File: config.mk
export PLATFORM = sky130hd
export DESIGN_NAME = json_string_unescape_utf8_flat
export DESIGN_NICKNAME = d
export VERILOG_FILES = /design/src/sv/jsu_pkg.sv /design/src/sv/jsu_if.sv /design/src/sv/jsu_front.sv /design/src/sv/jsu_queue.sv /design/src/sv/jsu_back.sv /design/src/sv/json_string_unescape_utf8.sv /design/src/flat_wrapper.sv
export SDC_FILE = /design/constraint.sdc
export NUM_CORES = 1
export LEC_CHECK = 0
export CORE_MARGIN = 4
export CORE_UTILIZATION = 39
export DETAILED_ROUTE_END_ITERATION = 10
export DONT_BUFFER_PORTS = 1
export GPL_TIMING_DRIVEN = 0
export PLACE_DENSITY = 0.56
export SYNTH_ARGS = -nofsm -noshare
export SYNTH_HDL_FRONTEND = slang
export SYNTH_SLANG_ARGS = --single-unit
File: constraint.sdc
create_clock -name clk -period 7.4 [get_ports clk]
set_input_delay 0.37 -clock clk [delete_from_list [all_inputs] [get_ports clk]]
set_output_delay 0.37 -clock clk [all_outputs]
set_load 0.01 [all_outputs]
File: src/sv/jsu_pkg.sv
package jsu_pkg;

	// default depth of the group queue between parser and serializer
	localparam int JSU_QDEPTH = 4;

	// characters the parser looks for
	localparam logic [7:0] CH_QUOTE = 8'h22;
	localparam logic [7:0] CH_BSLASH = 8'h5C;
	localparam logic [7:0] CH_SLASH = 8'h2F;
	localparam logic [7:0] CH_LC_B = 8'h62;
	localparam logic [7:0] CH_LC_F = 8'h66;
	localparam logic [7:0] CH_LC_N = 8'h6E;
	localparam logic [7:0] CH_LC_R = 8'h72;
	localparam logic [7:0] CH_LC_T = 8'h74;
	localparam logic [7:0] CH_LC_U = 8'h75;

	// surrogate ranges
	localparam logic [15:0] HI_SURR_LO = 16'hD800;
	localparam logic [15:0] HI_SURR_HI = 16'hDBFF;
	localparam logic [15:0] LO_SURR_LO = 16'hDC00;
	localparam logic [15:0] LO_SURR_HI = 16'hDFFF;

	// utf-8 range limits and lead/continuation marks
	localparam logic [20:0] CP_MAX1 = 21'h00007F;
	localparam logic [20:0] CP_MAX2 = 21'h0007FF;
	localparam logic [20:0] CP_MAX3 = 21'h00FFFF;
	localparam logic [7:0] LEAD2 = 8'hC0;
	localparam logic [7:0] LEAD3 = 8'hE0;
	localparam logic [7:0] LEAD4 = 8'hF0;
	localparam logic [7:0] CONT = 8'h80;

	typedef enum logic [1:0] {
		KIND_DATA  = 2'd0,
		KIND_CLOSE = 2'd1,
		KIND_ERR   = 2'd2
	} kind_t;

	typedef enum logic [2:0] {
		ERR_NONE     = 3'd0,
		ERR_NO_QUOTE = 3'd1,
		ERR_UNK_ESC  = 3'd2,
		ERR_BAD_HEX  = 3'd3,
		ERR_MISS_U   = 3'd4,
		ERR_BAD_LOW  = 3'd5,
		ERR_END      = 3'd6
	} err_t;

	// all results caused by one input byte, serialized by the back end
	typedef struct packed {
		logic [1:0]      cnt_m1;   // number of results minus one
		logic [3:0][7:0] bytes;    // bytes[0] goes out first
		kind_t           kind;
		err_t            code;
	} grp_t;

endpackage

File: src/sv/jsu_if.sv
interface jsu_in_if;
	logic       valid;
	logic       ready;
	logic [7:0] data_byte;
	logic       text_end;

	modport source(output valid, output data_byte, output text_end, input ready);
	modport sink(input valid, input data_byte, input text_end, output ready);
endinterface

interface jsu_out_if;
	logic       valid;
	logic       ready;
	logic [7:0] out_byte;
	logic [1:0] kind;
	logic [2:0] error_code;
	logic       last;

	modport source(output valid, output out_byte, output kind, output error_code,
		output last, input ready);
	modport sink(input valid, input out_byte, input kind, input error_code,
		input last, output ready);
endinterface

File: src/sv/jsu_front.sv
module jsu_front
	import jsu_pkg::*;
(
	input  logic  clk,
	input  logic  arst_n,
	jsu_in_if.sink in_ch,
	input  logic  q_full,
	output logic  push,
	output grp_t  grp
);

	typedef enum logic [3:0] {
		PH_IDLE = 4'd0,
		PH_STR  = 4'd1,
		PH_ESC  = 4'd2,
		PH_HEX1 = 4'd3,
		PH_BS   = 4'd4,
		PH_U    = 4'd5,
		PH_HEX2 = 4'd6
	} phase_t;

	phase_t      phase_q, phase_d;
	logic [1:0]  hcnt_q, hcnt_d;
	logic [15:0] hacc_q, hacc_d;
	logic [15:0] hsur_q, hsur_d;

	logic        acc;
	logic        push_c;
	grp_t        grp_c;
	logic        err;
	err_t        ecode;
	logic [4:0]  hv;
	logic [15:0] acc_sh;
	logic [10:0] plane;
	logic [20:0] cp_pair;

	// bit 4 flags a non-hex character
	function automatic logic [4:0] hex_val(input logic [7:0] c);
		logic [4:0] r;
		r = 5'h10;
		if (c >= 8'h30 && c <= 8'h39) r = {1'b0, c[3:0]};
		else if ((c >= 8'h61 && c <= 8'h66) || (c >= 8'h41 && c <= 8'h46))
			r = {1'b0, 4'(c[3:0] + 4'd9)};
		return r;
	endfunction

	function automatic grp_t utf8(input logic [20:0] cp);
		grp_t g;
		g = '0;
		g.kind = KIND_DATA;
		g.code = ERR_NONE;
		if (cp <= CP_MAX1) begin
			g.cnt_m1 = 2'd0;
			g.bytes[0] = cp[7:0];
		end else if (cp <= CP_MAX2) begin
			g.cnt_m1 = 2'd1;
			g.bytes[0] = LEAD2 | {3'b0, cp[10:6]};
			g.bytes[1] = CONT | {2'b0, cp[5:0]};
		end else if (cp <= CP_MAX3) begin
			g.cnt_m1 = 2'd2;
			g.bytes[0] = LEAD3 | {4'b0, cp[15:12]};
			g.bytes[1] = CONT | {2'b0, cp[11:6]};
			g.bytes[2] = CONT | {2'b0, cp[5:0]};
		end else begin
			g.cnt_m1 = 2'd3;
			g.bytes[0] = LEAD4 | {5'b0, cp[20:18]};
			g.bytes[1] = CONT | {2'b0, cp[17:12]};
			g.bytes[2] = CONT | {2'b0, cp[11:6]};
			g.bytes[3] = CONT | {2'b0, cp[5:0]};
		end
		return g;
	endfunction

	assign in_ch.ready = !q_full;
	assign acc = in_ch.valid && in_ch.ready;

	assign hv = hex_val(in_ch.data_byte);
	assign acc_sh = {hacc_q[11:0], hv[3:0]};
	// pair code point: 0x10000 + (high - 0xD800) << 10 + (low - 0xDC00)
	assign plane = {1'b0, hsur_q[9:0]} + 11'd64;
	assign cp_pair = {plane[10:0], acc_sh[9:0]};

	always_comb begin
		phase_d = phase_q;
		hcnt_d = hcnt_q;
		hacc_d = hacc_q;
		hsur_d = hsur_q;
		push_c = 1'b0;
		grp_c = '0;
		grp_c.kind = KIND_DATA;
		grp_c.code = ERR_NONE;
		err = 1'b0;
		ecode = ERR_NONE;

		if (phase_q != PH_IDLE && in_ch.text_end) begin
			err = 1'b1;
			ecode = ERR_END;
		end else begin
			case (phase_q)
				PH_STR: begin
					if (in_ch.data_byte == CH_QUOTE) begin
						phase_d = PH_IDLE;
						push_c = 1'b1;
						grp_c.kind = KIND_CLOSE;
					end else if (in_ch.data_byte == CH_BSLASH) begin
						phase_d = PH_ESC;
					end else begin
						push_c = 1'b1;
						grp_c.bytes[0] = in_ch.data_byte;
					end
				end
				PH_ESC: begin
					push_c = 1'b1;
					phase_d = PH_STR;
					case (in_ch.data_byte)
						CH_QUOTE, CH_BSLASH, CH_SLASH: grp_c.bytes[0] = in_ch.data_byte;
						CH_LC_B: grp_c.bytes[0] = 8'h08;
						CH_LC_F: grp_c.bytes[0] = 8'h0C;
						CH_LC_N: grp_c.bytes[0] = 8'h0A;
						CH_LC_R: grp_c.bytes[0] = 8'h0D;
						CH_LC_T: grp_c.bytes[0] = 8'h09;
						CH_LC_U: begin
							push_c = 1'b0;
							phase_d = PH_HEX1;
							hcnt_d = 2'd0;
							hacc_d = '0;
						end
						default: begin
							push_c = 1'b0;
							err = 1'b1;
							ecode = ERR_UNK_ESC;
						end
					endcase
				end
				PH_HEX1: begin
					if (hv[4]) begin
						err = 1'b1;
						ecode = ERR_BAD_HEX;
					end else begin
						hacc_d = acc_sh;
						if (hcnt_q == 2'd3) begin
							hcnt_d = 2'd0;
							if (acc_sh >= HI_SURR_LO && acc_sh <= HI_SURR_HI) begin
								hsur_d = acc_sh;
								hacc_d = '0;
								phase_d = PH_BS;
							end else begin
								phase_d = PH_STR;
								push_c = 1'b1;
								grp_c = utf8({5'b0, acc_sh});
							end
						end else begin
							hcnt_d = hcnt_q + 2'd1;
						end
					end
				end
				PH_BS: begin
					if (in_ch.data_byte != CH_BSLASH) begin
						err = 1'b1;
						ecode = ERR_MISS_U;
					end else begin
						phase_d = PH_U;
					end
				end
				PH_U: begin
					if (in_ch.data_byte != CH_LC_U) begin
						err = 1'b1;
						ecode = ERR_MISS_U;
					end else begin
						phase_d = PH_HEX2;
						hcnt_d = 2'd0;
						hacc_d = '0;
					end
				end
				PH_HEX2: begin
					if (hv[4]) begin
						err = 1'b1;
						ecode = ERR_BAD_HEX;
					end else begin
						hacc_d = acc_sh;
						if (hcnt_q == 2'd3) begin
							hcnt_d = 2'd0;
							if (acc_sh < LO_SURR_LO || acc_sh > LO_SURR_HI) begin
								err = 1'b1;
								ecode = ERR_BAD_LOW;
							end else begin
								phase_d = PH_STR;
								hsur_d = '0;
								push_c = 1'b1;
								grp_c = utf8(cp_pair);
							end
						end else begin
							hcnt_d = hcnt_q + 2'd1;
						end
					end
				end
				default: begin
					// waiting for the opening quote
					if (!in_ch.text_end && in_ch.data_byte == CH_QUOTE) begin
						phase_d = PH_STR;
					end else begin
						err = 1'b1;
						ecode = ERR_NO_QUOTE;
					end
				end
			endcase
		end

		if (err) begin
			phase_d = PH_IDLE;
			hcnt_d = 2'd0;
			hacc_d = '0;
			hsur_d = '0;
			push_c = 1'b1;
			grp_c = '0;
			grp_c.kind = KIND_ERR;
			grp_c.code = ecode;
		end
	end

	assign push = acc && push_c;
	assign grp = grp_c;

	always_ff @(posedge clk or negedge arst_n) begin
		if (!arst_n) begin
			phase_q <= PH_IDLE;
			hcnt_q <= 2'd0;
			hacc_q <= '0;
			hsur_q <= '0;
		end else if (acc) begin
			phase_q <= phase_d;
			hcnt_q <= hcnt_d;
			hacc_q <= hacc_d;
			hsur_q <= hsur_d;
		end
	end

`ifndef SYNTHESIS
	// an error always carries a code and stands alone
	a_err_code: assert property (@(posedge clk) disable iff (!arst_n)
		push && grp.kind == KIND_ERR |-> grp.code != ERR_NONE && grp.cnt_m1 == 2'd0)
		else $error("error group without code or with several results");
`endif

endmodule

File: src/sv/jsu_queue.sv
module jsu_queue
	import jsu_pkg::*;
#(
	parameter int DEPTH = JSU_QDEPTH
) (
	input  logic clk,
	input  logic arst_n,
	input  logic push,
	input  grp_t wr_data,
	input  logic pop,
	output grp_t rd_data,
	output logic full,
	output logic empty
);

	localparam int PW = (DEPTH > 1) ? $clog2(DEPTH) : 1;
	localparam int CW = $clog2(DEPTH + 1);

	grp_t          mem_q [DEPTH];
	logic [PW-1:0] wr_ptr_q, rd_ptr_q;
	logic [CW-1:0] count_q;

	assign full = (count_q == CW'(DEPTH));
	assign empty = (count_q == '0);
	assign rd_data = mem_q[rd_ptr_q];

	function automatic logic [PW-1:0] wrap_inc(input logic [PW-1:0] p);
		return (p == PW'(DEPTH - 1)) ? '0 : p + PW'(1);
	endfunction

	always_ff @(posedge clk) begin
		if (push) mem_q[wr_ptr_q] <= wr_data;
	end

	always_ff @(posedge clk or negedge arst_n) begin
		if (!arst_n) begin
			wr_ptr_q <= '0;
			rd_ptr_q <= '0;
			count_q <= '0;
		end else begin
			if (push) wr_ptr_q <= wrap_inc(wr_ptr_q);
			if (pop) rd_ptr_q <= wrap_inc(rd_ptr_q);
			if (push && !pop) count_q <= count_q + CW'(1);
			else if (pop && !push) count_q <= count_q - CW'(1);
		end
	end

`ifndef SYNTHESIS
	a_no_overflow: assert property (@(posedge clk) disable iff (!arst_n)
		full |-> !push)
		else $error("push into full group queue");
	a_no_underflow: assert property (@(posedge clk) disable iff (!arst_n)
		empty |-> !pop)
		else $error("pop from empty group queue");
`endif

endmodule

File: src/sv/jsu_back.sv
module jsu_back
	import jsu_pkg::*;
(
	input  logic     clk,
	input  logic     arst_n,
	input  logic     q_empty,
	input  grp_t     q_data,
	output logic     pop,
	jsu_out_if.source out_ch
);

	grp_t       cur_q;
	logic       cur_v_q;
	logic [1:0] idx_q;
	logic       at_end;
	logic       out_acc;

	assign at_end = (idx_q == cur_q.cnt_m1);
	assign out_acc = out_ch.valid && out_ch.ready;
	assign pop = !q_empty && (!cur_v_q || (out_acc && at_end));

	assign out_ch.valid = cur_v_q;
	assign out_ch.out_byte = cur_q.bytes[idx_q];
	assign out_ch.kind = cur_q.kind;
	assign out_ch.error_code = cur_q.code;
	assign out_ch.last = at_end;

	always_ff @(posedge clk) begin
		if (pop) cur_q <= q_data;
	end

	always_ff @(posedge clk or negedge arst_n) begin
		if (!arst_n) begin
			cur_v_q <= 1'b0;
			idx_q <= 2'd0;
		end else if (pop) begin
			cur_v_q <= 1'b1;
			idx_q <= 2'd0;
		end else if (out_acc) begin
			if (at_end) begin
				cur_v_q <= 1'b0;
				idx_q <= 2'd0;
			end else begin
				idx_q <= idx_q + 2'd1;
			end
		end
	end

`ifndef SYNTHESIS
	a_idx_range: assert property (@(posedge clk) disable iff (!arst_n)
		cur_v_q |-> idx_q <= cur_q.cnt_m1)
		else $error("serializer index past end of group");
	a_ctl_single: assert property (@(posedge clk) disable iff (!arst_n)
		cur_v_q && cur_q.kind != KIND_DATA |-> out_ch.last && out_ch.out_byte == 8'h00)
		else $error("close or error result not single and zero");
`endif

endmodule

File: src/sv/json_string_unescape_utf8.sv
// channel   dir  handshake      payload
// in_ch     in   valid/ready    data_byte[7:0], text_end
// out_ch    out  valid/ready    out_byte[7:0], kind[1:0], error_code[2:0], last
//
// one input byte is taken every cycle while the group queue has room
// each byte makes 0 to 4 results; the serializer sends one result per cycle while
//   out_ch is ready, so the utf-8 bytes of a \u escape go out one after another
// a result passes through a queue entry and then the serializer register to out_ch
// arst_n clears parser state, queue pointers and the output valid at once
// output stalls back up through the queue; input stalls only when it is full
module json_string_unescape_utf8
	import jsu_pkg::*;
#(
	parameter int QUEUE_DEPTH = JSU_QDEPTH
) (
	input  logic      clk,
	input  logic      arst_n,
	jsu_in_if.sink    in_ch,
	jsu_out_if.source out_ch
);

	// parser to queue
	logic push;
	grp_t push_grp;
	logic q_full;

	// queue to serializer
	logic pop;
	grp_t pop_grp;
	logic q_empty;

	// front: string/escape/surrogate state machine, at most one group per request
	jsu_front u_front (
		.clk    (clk),
		.arst_n (arst_n),
		.in_ch  (in_ch),
		.q_full (q_full),
		.push   (push),
		.grp    (push_grp)
	);

	// short queue of result groups, lets parser and serializer stall apart
	jsu_queue #(
		.DEPTH (QUEUE_DEPTH)
	) u_queue (
		.clk     (clk),
		.arst_n  (arst_n),
		.push    (push),
		.wr_data (push_grp),
		.pop     (pop),
		.rd_data (pop_grp),
		.full    (q_full),
		.empty   (q_empty)
	);

	// back: walks each group out one result at a time, flags the last
	jsu_back u_back (
		.clk     (clk),
		.arst_n  (arst_n),
		.q_empty (q_empty),
		.q_data  (pop_grp),
		.pop     (pop),
		.out_ch  (out_ch)
	);

endmodule

File: src/flat_wrapper.sv
// flat-port wrapper written by rule: the top's interface ports become plain ports
module json_string_unescape_utf8_flat import jsu_pkg::*;
#(
	parameter int QUEUE_DEPTH = JSU_QDEPTH
)
  (clk, arst_n, in_ch_valid, in_ch_data_byte, in_ch_text_end, in_ch_ready, out_ch_valid, out_ch_out_byte, out_ch_kind, out_ch_error_code, out_ch_last, out_ch_ready);
  jsu_in_if in_ch_i ();
  jsu_out_if out_ch_i ();
  input  logic clk;
  input  logic arst_n;
  input wire logic [$bits(in_ch_i.valid)-1:0] in_ch_valid;
  input wire logic [$bits(in_ch_i.data_byte)-1:0] in_ch_data_byte;
  input wire logic [$bits(in_ch_i.text_end)-1:0] in_ch_text_end;
  output wire logic [$bits(in_ch_i.ready)-1:0] in_ch_ready;
  output wire logic [$bits(out_ch_i.valid)-1:0] out_ch_valid;
  output wire logic [$bits(out_ch_i.out_byte)-1:0] out_ch_out_byte;
  output wire logic [$bits(out_ch_i.kind)-1:0] out_ch_kind;
  output wire logic [$bits(out_ch_i.error_code)-1:0] out_ch_error_code;
  output wire logic [$bits(out_ch_i.last)-1:0] out_ch_last;
  input wire logic [$bits(out_ch_i.ready)-1:0] out_ch_ready;
  assign in_ch_i.valid = in_ch_valid;
  assign in_ch_i.data_byte = in_ch_data_byte;
  assign in_ch_i.text_end = in_ch_text_end;
  assign in_ch_ready = in_ch_i.ready;
  assign out_ch_valid = out_ch_i.valid;
  assign out_ch_out_byte = out_ch_i.out_byte;
  assign out_ch_kind = out_ch_i.kind;
  assign out_ch_error_code = out_ch_i.error_code;
  assign out_ch_last = out_ch_i.last;
  assign out_ch_i.ready = out_ch_ready;
  json_string_unescape_utf8 #(.QUEUE_DEPTH(QUEUE_DEPTH)) u_core (.clk(clk), .arst_n(arst_n), .in_ch(in_ch_i), .out_ch(out_ch_i));
endmodule
Word level (Yosys, flattened, before mapping) --
Memories as Yosys holds them, arrays and structs flattened. A register that Yosys moved wholly into a read port is not among the register bits. Index checks and enable logic that the tools add are counted.
Storage, ports and cells: bits in registers 38, bits in writable memories 156, input bits 13, memories kept 1, word-level logic and storage cells 227, output and inout port bits 16
Operators by class: add/sub/neg operators 8, reduce and logical (&&, ||, !) cells 40, order comparisons 16, equality and inequality tests 34, muxes and demuxes 119
Memory list:
- u_core.u_queue.mem_q | depth 4, bits a word 39, rd ports 1, clocked after memory_dff 1, wr ports 1, line jsu_queue.sv:19 | grp_t mem_q [DEPTH];
Operators with widths (count):
- 2-to-1 mux 39 bit | 8
- 2-to-1 mux 12 bit | 8
- 2-to-1 mux 10 bit | 8
- equality test 8 x 7 -> 1 bit, second input constant | 7
- 2-to-1 mux 8 bit | 7
- case mux 26 bit (2 select lines) | 1
- 2-to-1 mux 16 bit | 3
- 2-to-1 mux 4 bit | 12
- case mux 12 bit (4 select lines) | 1
- case mux 8 bit (6 select lines) | 1
- 2-to-1 mux 2 bit | 18
- case mux 8 bit (4 select lines) | 1
- 2-to-1 mux 1 bit | 28
- 2-to-1 mux 3 bit | 9
- inequality test 3 bit, second input constant | 9
- 2-to-1 mux 24 bit | 1
- case mux 4 bit (6 select lines) | 1
- 2-to-1 mux 22 bit | 1
- less-or-equal comparator 21 x 11 -> 1 bit, second input constant | 1
- less-or-equal comparator 21 x 16 -> 1 bit, second input constant | 1
- less-or-equal comparator 21 x 7 -> 1 bit, second input constant | 1
- case mux 10 bit (2 select lines) | 1
- case mux 3 bit (6 select lines) | 1
- binary-select mux 8 bit (select 2 bit) | 1
- other kinds (51) | 87

Depth between registers and ports, before layout --
depth in word-level cells 18, gate-level depth with buffers 15, mapped depth without buffers 15

By module --
From an unflattened synthesis, not the netlist that was laid out.
Second synthesis, totals: cells, all modules 750, area, all modules 10945.5 um^2
Modules (own cells, without submodules):
- jsu_queue | cells an instance 241, area each 6088.3 um^2, sequential area each 4859.7 um^2, times used 1
- jsu_front | cells an instance 435, area each 3251.9 um^2, sequential area each 675.6 um^2, times used 1
- jsu_back | cells an instance 74, area each 1605.3 um^2, sequential area each 1246.2 um^2, times used 1

Worst setup path before layout --
No wires, ideal clock.
kind register to register, start point register u_core.u_back.idx_q[0], end point register u_core.u_queue.count_q[1], data required time 7275 ps, arrival 4124 ps, stages on the path, launching flop included 11, path buffers 1, slack 3151 ps, setup time 125 ps, cell sequence dfrtp_1 > clkbuf_1 > xor2_1 > nor2_1 > nand2_1 > a21oi_1 > inv_1 > ha_1 > inv_1 > fa_1 > mux2_2
On the way: longest elaborated chain between the ends 7, elaborated cells between the ends (all ways) 9, those cells by class eq/ne (1); mux (1); reduce/logical (7)
RTL lines:
- start, declared | line jsu_back.sv:14 | logic [1:0] idx_q;
- start signal, assigned | line jsu_back.sv:44 | idx_q <= idx_q + 2'd1;
- equality test 2 bit (*) | line jsu_back.sv:18 | assign at_end = (idx_q == cur_q.cnt_m1);
- via out_ch_last | line flat_wrapper.sv:19 | output wire logic [$bits(out_ch_i.last)-1:0] out_ch_last;
- logical AND 1 bit (*) | line jsu_back.sv:20 | assign pop = !q_empty && (!cur_v_q || (out_acc && at_end));
- logical OR 1 bit (*) | line jsu_back.sv:20
- logical AND 1 bit (*) | line jsu_back.sv:20
- via u_core.pop | line json_string_unescape_utf8.sv:28 | logic pop;
- logical NOT 1 bit | line jsu_queue.sv:43 | if (push && !pop) count_q <= count_q + CW'(1);
- logical AND 1 bit | line jsu_queue.sv:43
- 2-to-1 mux 3 bit or nonzero test 2 bit (tied branches)
- end signal, assigned | line jsu_queue.sv:43
- end signal, assigned | line jsu_queue.sv:44 | else if (pop && !push) count_q <= count_q - CW'(1);
- end, declared | line jsu_queue.sv:21 | logic [CW-1:0] count_q;
Mark *: on every way through the listed nets, which the timed path passes. The rest lies on a longest branch. A chain may end at the register's enable or synchronous reset.

==> results_dict.tcl <==
set metrics [dict create \
    highest-signal-layer "met4" \
    synth_cell_types 85 \
    reg2reg_from "u_core.u_front.phase_q[2]" \
    power.density_nw_per_um2 321 \
    rrSetupSlack_ns 3.49 \
    skew_ns 0.0150 \
    final_area_um2 11400 \
    dieArea_um2 28500 \
    switching_share 0.284 \
    preCtsSetupSlack_ns 3.34 \
    ant_nets 0 \
    critPathMaxStageDelay_ns 0.89 \
    placed_cells 1087 \
    synth-xor-area-share 0.00520 \
    grt_overflow_total 0 \
    finalCritPeriodShare 0.528 \
    rows 58 \
    clk_pin_slew_worst_paths_ns 0.06 \
    arrival_ns 4.11 \
    hold_class "in2reg" \
    synth_top_family_by_area "simple AND/OR/NAND/NOR gates" \
    p_leak_uw 0.00379 \
    htree_levels 1 \
    worstSkewPairLatency_ns 0.52 \
    path_buf_inv 2 \
    cts_setup_buffers 0 \
    layout_commonest_cell "edfxtp_1" \
    hold_depth 3 \
    via_per_inst 5.78 \
    tightest_slew_ns 1.10 \
    slew_headroom 0.256 \
    hpwl_um 17600 \
    netlist_area_um2 10100 \
    cts_root_buffer "clkbuf_16" \
    first_pass_iters 7 \
    grt_pass1_vias 6744 \
    synth_seq_area_share 0.612 \
    final.min_clock_period_ns 3.91 \
    hold_slack_ns 0.0921 \
    drt_iter0_drc 545 \
    switchingPower_uw 1040 \
    met2_wirelength_um 12100 \
    synth.largest_area_cell "edfxtp_1" \
    synth_top_area_frac 0.520 \
    ys_ff_latch 212 \
    layout_setup_ws_ns 3.49 \
    cp_data_required_time_ns 7.60 \
    start_util 0.399 \
    p_int_uw 2620 \
    fp.dieW_um 169 \
    synth-simple-area-share 0.128 \
    critical_path_class "reg2reg" \
    cp_max_fo 10 \
    drc 0 \
    syn_avg_cell_area_um2 13.4 \
    synth_ff_type "edfxtp_1" \
    cts_resized 0 \
    hold_viol 0 \
    ir_drop_uv 234 \
    setup_violations 0 \
    ys_async_sr_fraction 0.175 \
    wl_met3_um 1440 \
    rsz0062_at_grt "false" \
    critPathCaptureType "flop" \
    holdPathEnd "u_core.u_back.idx_q[1]" \
    synth_compound_area_frac 0.105 \
    synth-adder-area-share 0.0181 \
    grt_pass1_wl_um 39600 \
    min_from "out_ch_ready" \
    port_buffers 0 \
    maxSlewViolCount 0 \
    p_comb_frac 0.243 \
    final_cells 1133 \
    dpl-instance-area_um2 10600 \
    synth-edff-count 175 \
    critical_path.slowest_cell "nor3_1" \
    antenna_found_initial 0 \
    final_cell_mix "edfxtp_1, nand2_1, nor2_1" \
    cts_tree "yes" \
    path_cells "clkbuf_1 -> nor2b_1 -> nand4_1 -> nor3_1 -> and2_1 -> buf_2 -> nand2_1 -> o32ai_1" \
    route.detailed.wl_per_inst_um 22.3 \
    synthCells 752 \
    clock-sinks 212 \
    nNetsFinal 813 \
    drive_gt1_frac 0.168 \
    cp_top_family "simple AND/OR/NAND/NOR gates" \
    grt.total_usage 0.179 \
    fp.dieH_um 169 \
    synth_warnings 0 \
    clkPwrFrac 0.298 \
    setup-tns-final_ns 0 \
    core_area_um2 25300 \
    antennaDiodeCount 0 \
    gp_congestion 0.890 \
    cts_hold_buf 3 \
    seq_power_share 0.459 \
    cts-buffers-inserted 24 \
    max_freq_ghz 0.256 \
    grt_max_degree 38 \
    drt-total-wl_um 25300 \
    wl_met1_um 11100 \
    status "complete, no violations" \
    cp-start-kind "flop" \
    syn-num-nets 779 \
    rr_worst_depth 8 \
    synth.area.mux_share 0.106 \
    area_growth_pct 12.9 \
    clock_path_buffers 3 \
    cap_violations 0 \
    vias 6545 \
    r2r-end "u_core.u_queue.mem_q[2][13]" \
    ios 29 \
    synth.top_cells.by_area "edfxtp_1, mux4_2, dfrtp_1" \
]
-- synth_stat cells, types with 7 or more instances --
cell / n
clkbuf_1: 27
nor3_1: 10
o21ai_1: 22
edfxtp_1: 175
and3_1: 11
nor2b_1: 7
nand2b_1: 7
a21oi_1: 32
inv_1: 11
buf_2: 10
ha_1: 13
nand2_1: 91
and2_1: 14
o21ai_0: 19
o31ai_1: 12
dfrtp_1: 37
nor2_1: 52
nand3_1: 13
mux4_2: 42
-- worst reg2reg max path, stage by stage (launching register included) --
cell and delay (ns):
dfrtp_1 0.38, clkbuf_1 0.34, nor2b_1 0.47, nand4_1 0.21
nor3_1 0.89, and2_1 0.23, buf_2 0.22, nand2_1 0.15
o32ai_1 0.71
-- metal layers --
metal | vias to the layer above | global-route usage
li1 | 2977 | -
met1 | 3311 | 0.249
met2 | 202 | 0.292
met3 | 55 | 0.0273
met4 | 0 | 0.0515
met5 | - | 0
-- kinds of logic after synthesis --
| kind of cell | Yosys count |
|---|---|
| muxes | 53 |
| buffers and inverters | 60 |
| DFF | 212 |
| xor gates and xnor gates | 6 |
| adders and majority gates | 14 |
| AOI/OAI and AO/OA | 153 |
| and+or+nand+nor | 254 |
-- worst max-delay path by stage --
stage	startpoint	depth (start not counted)	slack, ns	to
final	u_core.u_front.phase_q[2]	8	3.49	u_core.u_queue.mem_q[2][13]
after detailed placement	in_ch_data_byte[0]	10	3.34	u_core.u_queue.mem_q[2][13]
after global placement	u_core.u_back.idx_q[0]	10	1.93	u_core.u_queue.count_q[1]
after CTS	u_core.u_front.phase_q[2]	8	3.59	u_core.u_queue.mem_q[2][13]
after global routing	u_core.u_front.phase_q[2]	8	3.34	u_core.u_queue.mem_q[2][13]
after floorplan	u_core.u_back.idx_q[0]	10	3.15	u_core.u_queue.count_q[1]
-- cell type report --
cell class	count	area (um2)
Fill cell	2269	13900
Sequential cell	212	6180
Multi-Input combinational cell	480	3670
Clock buffer	30	644
Tap cell	330	413
Buffer	48	219
Timing Repair Buffer	8	148
Clock inverter	13	81.3
Inverter	12	45.0
-- registers in the layout (all words and copies together) (netlist names) --
signal and cells:
u_core.u_back.cur_q 30, u_core.u_front.phase_q 3, u_core.u_back.out_ch.valid 1, u_core.u_queue.wr_ptr_q 2, u_core.u_queue.count_q 3, u_core.u_queue.rd_ptr_q 2, u_core.u_back.idx_q 2, u_core.u_back.out_ch.kind 2
u_core.u_front.hcnt_q 2, u_core.u_front.hsur_q 10, u_core.u_back.out_ch.error_code 3, u_core.u_front.hacc_q 12, u_core.u_queue.mem_q 140
-- per-stage QoR --
| stage | util | total power [uW] |
|---|---|---|
| final | 0.450 | 3660 |
| after global routing | 0.450 | 3860 |
| after CTS | 0.450 | 3730 |
| after detailed placement | 0.420 | 2620 |
| after global placement | 0.415 | 2550 |
| after floorplan | - | 2320 |
-- power by group through the flow --
stage	logic [uW]	registers [uW]	clock network [uW]
finish	889	1680	1090
global route	980	1700	1170
CTS	921	1690	1120
detailed placement	911	1710	0
global placement	837	1710	0
floorplan	634	1690	0
Note: power is estimated with default switching activity, not from simulation.
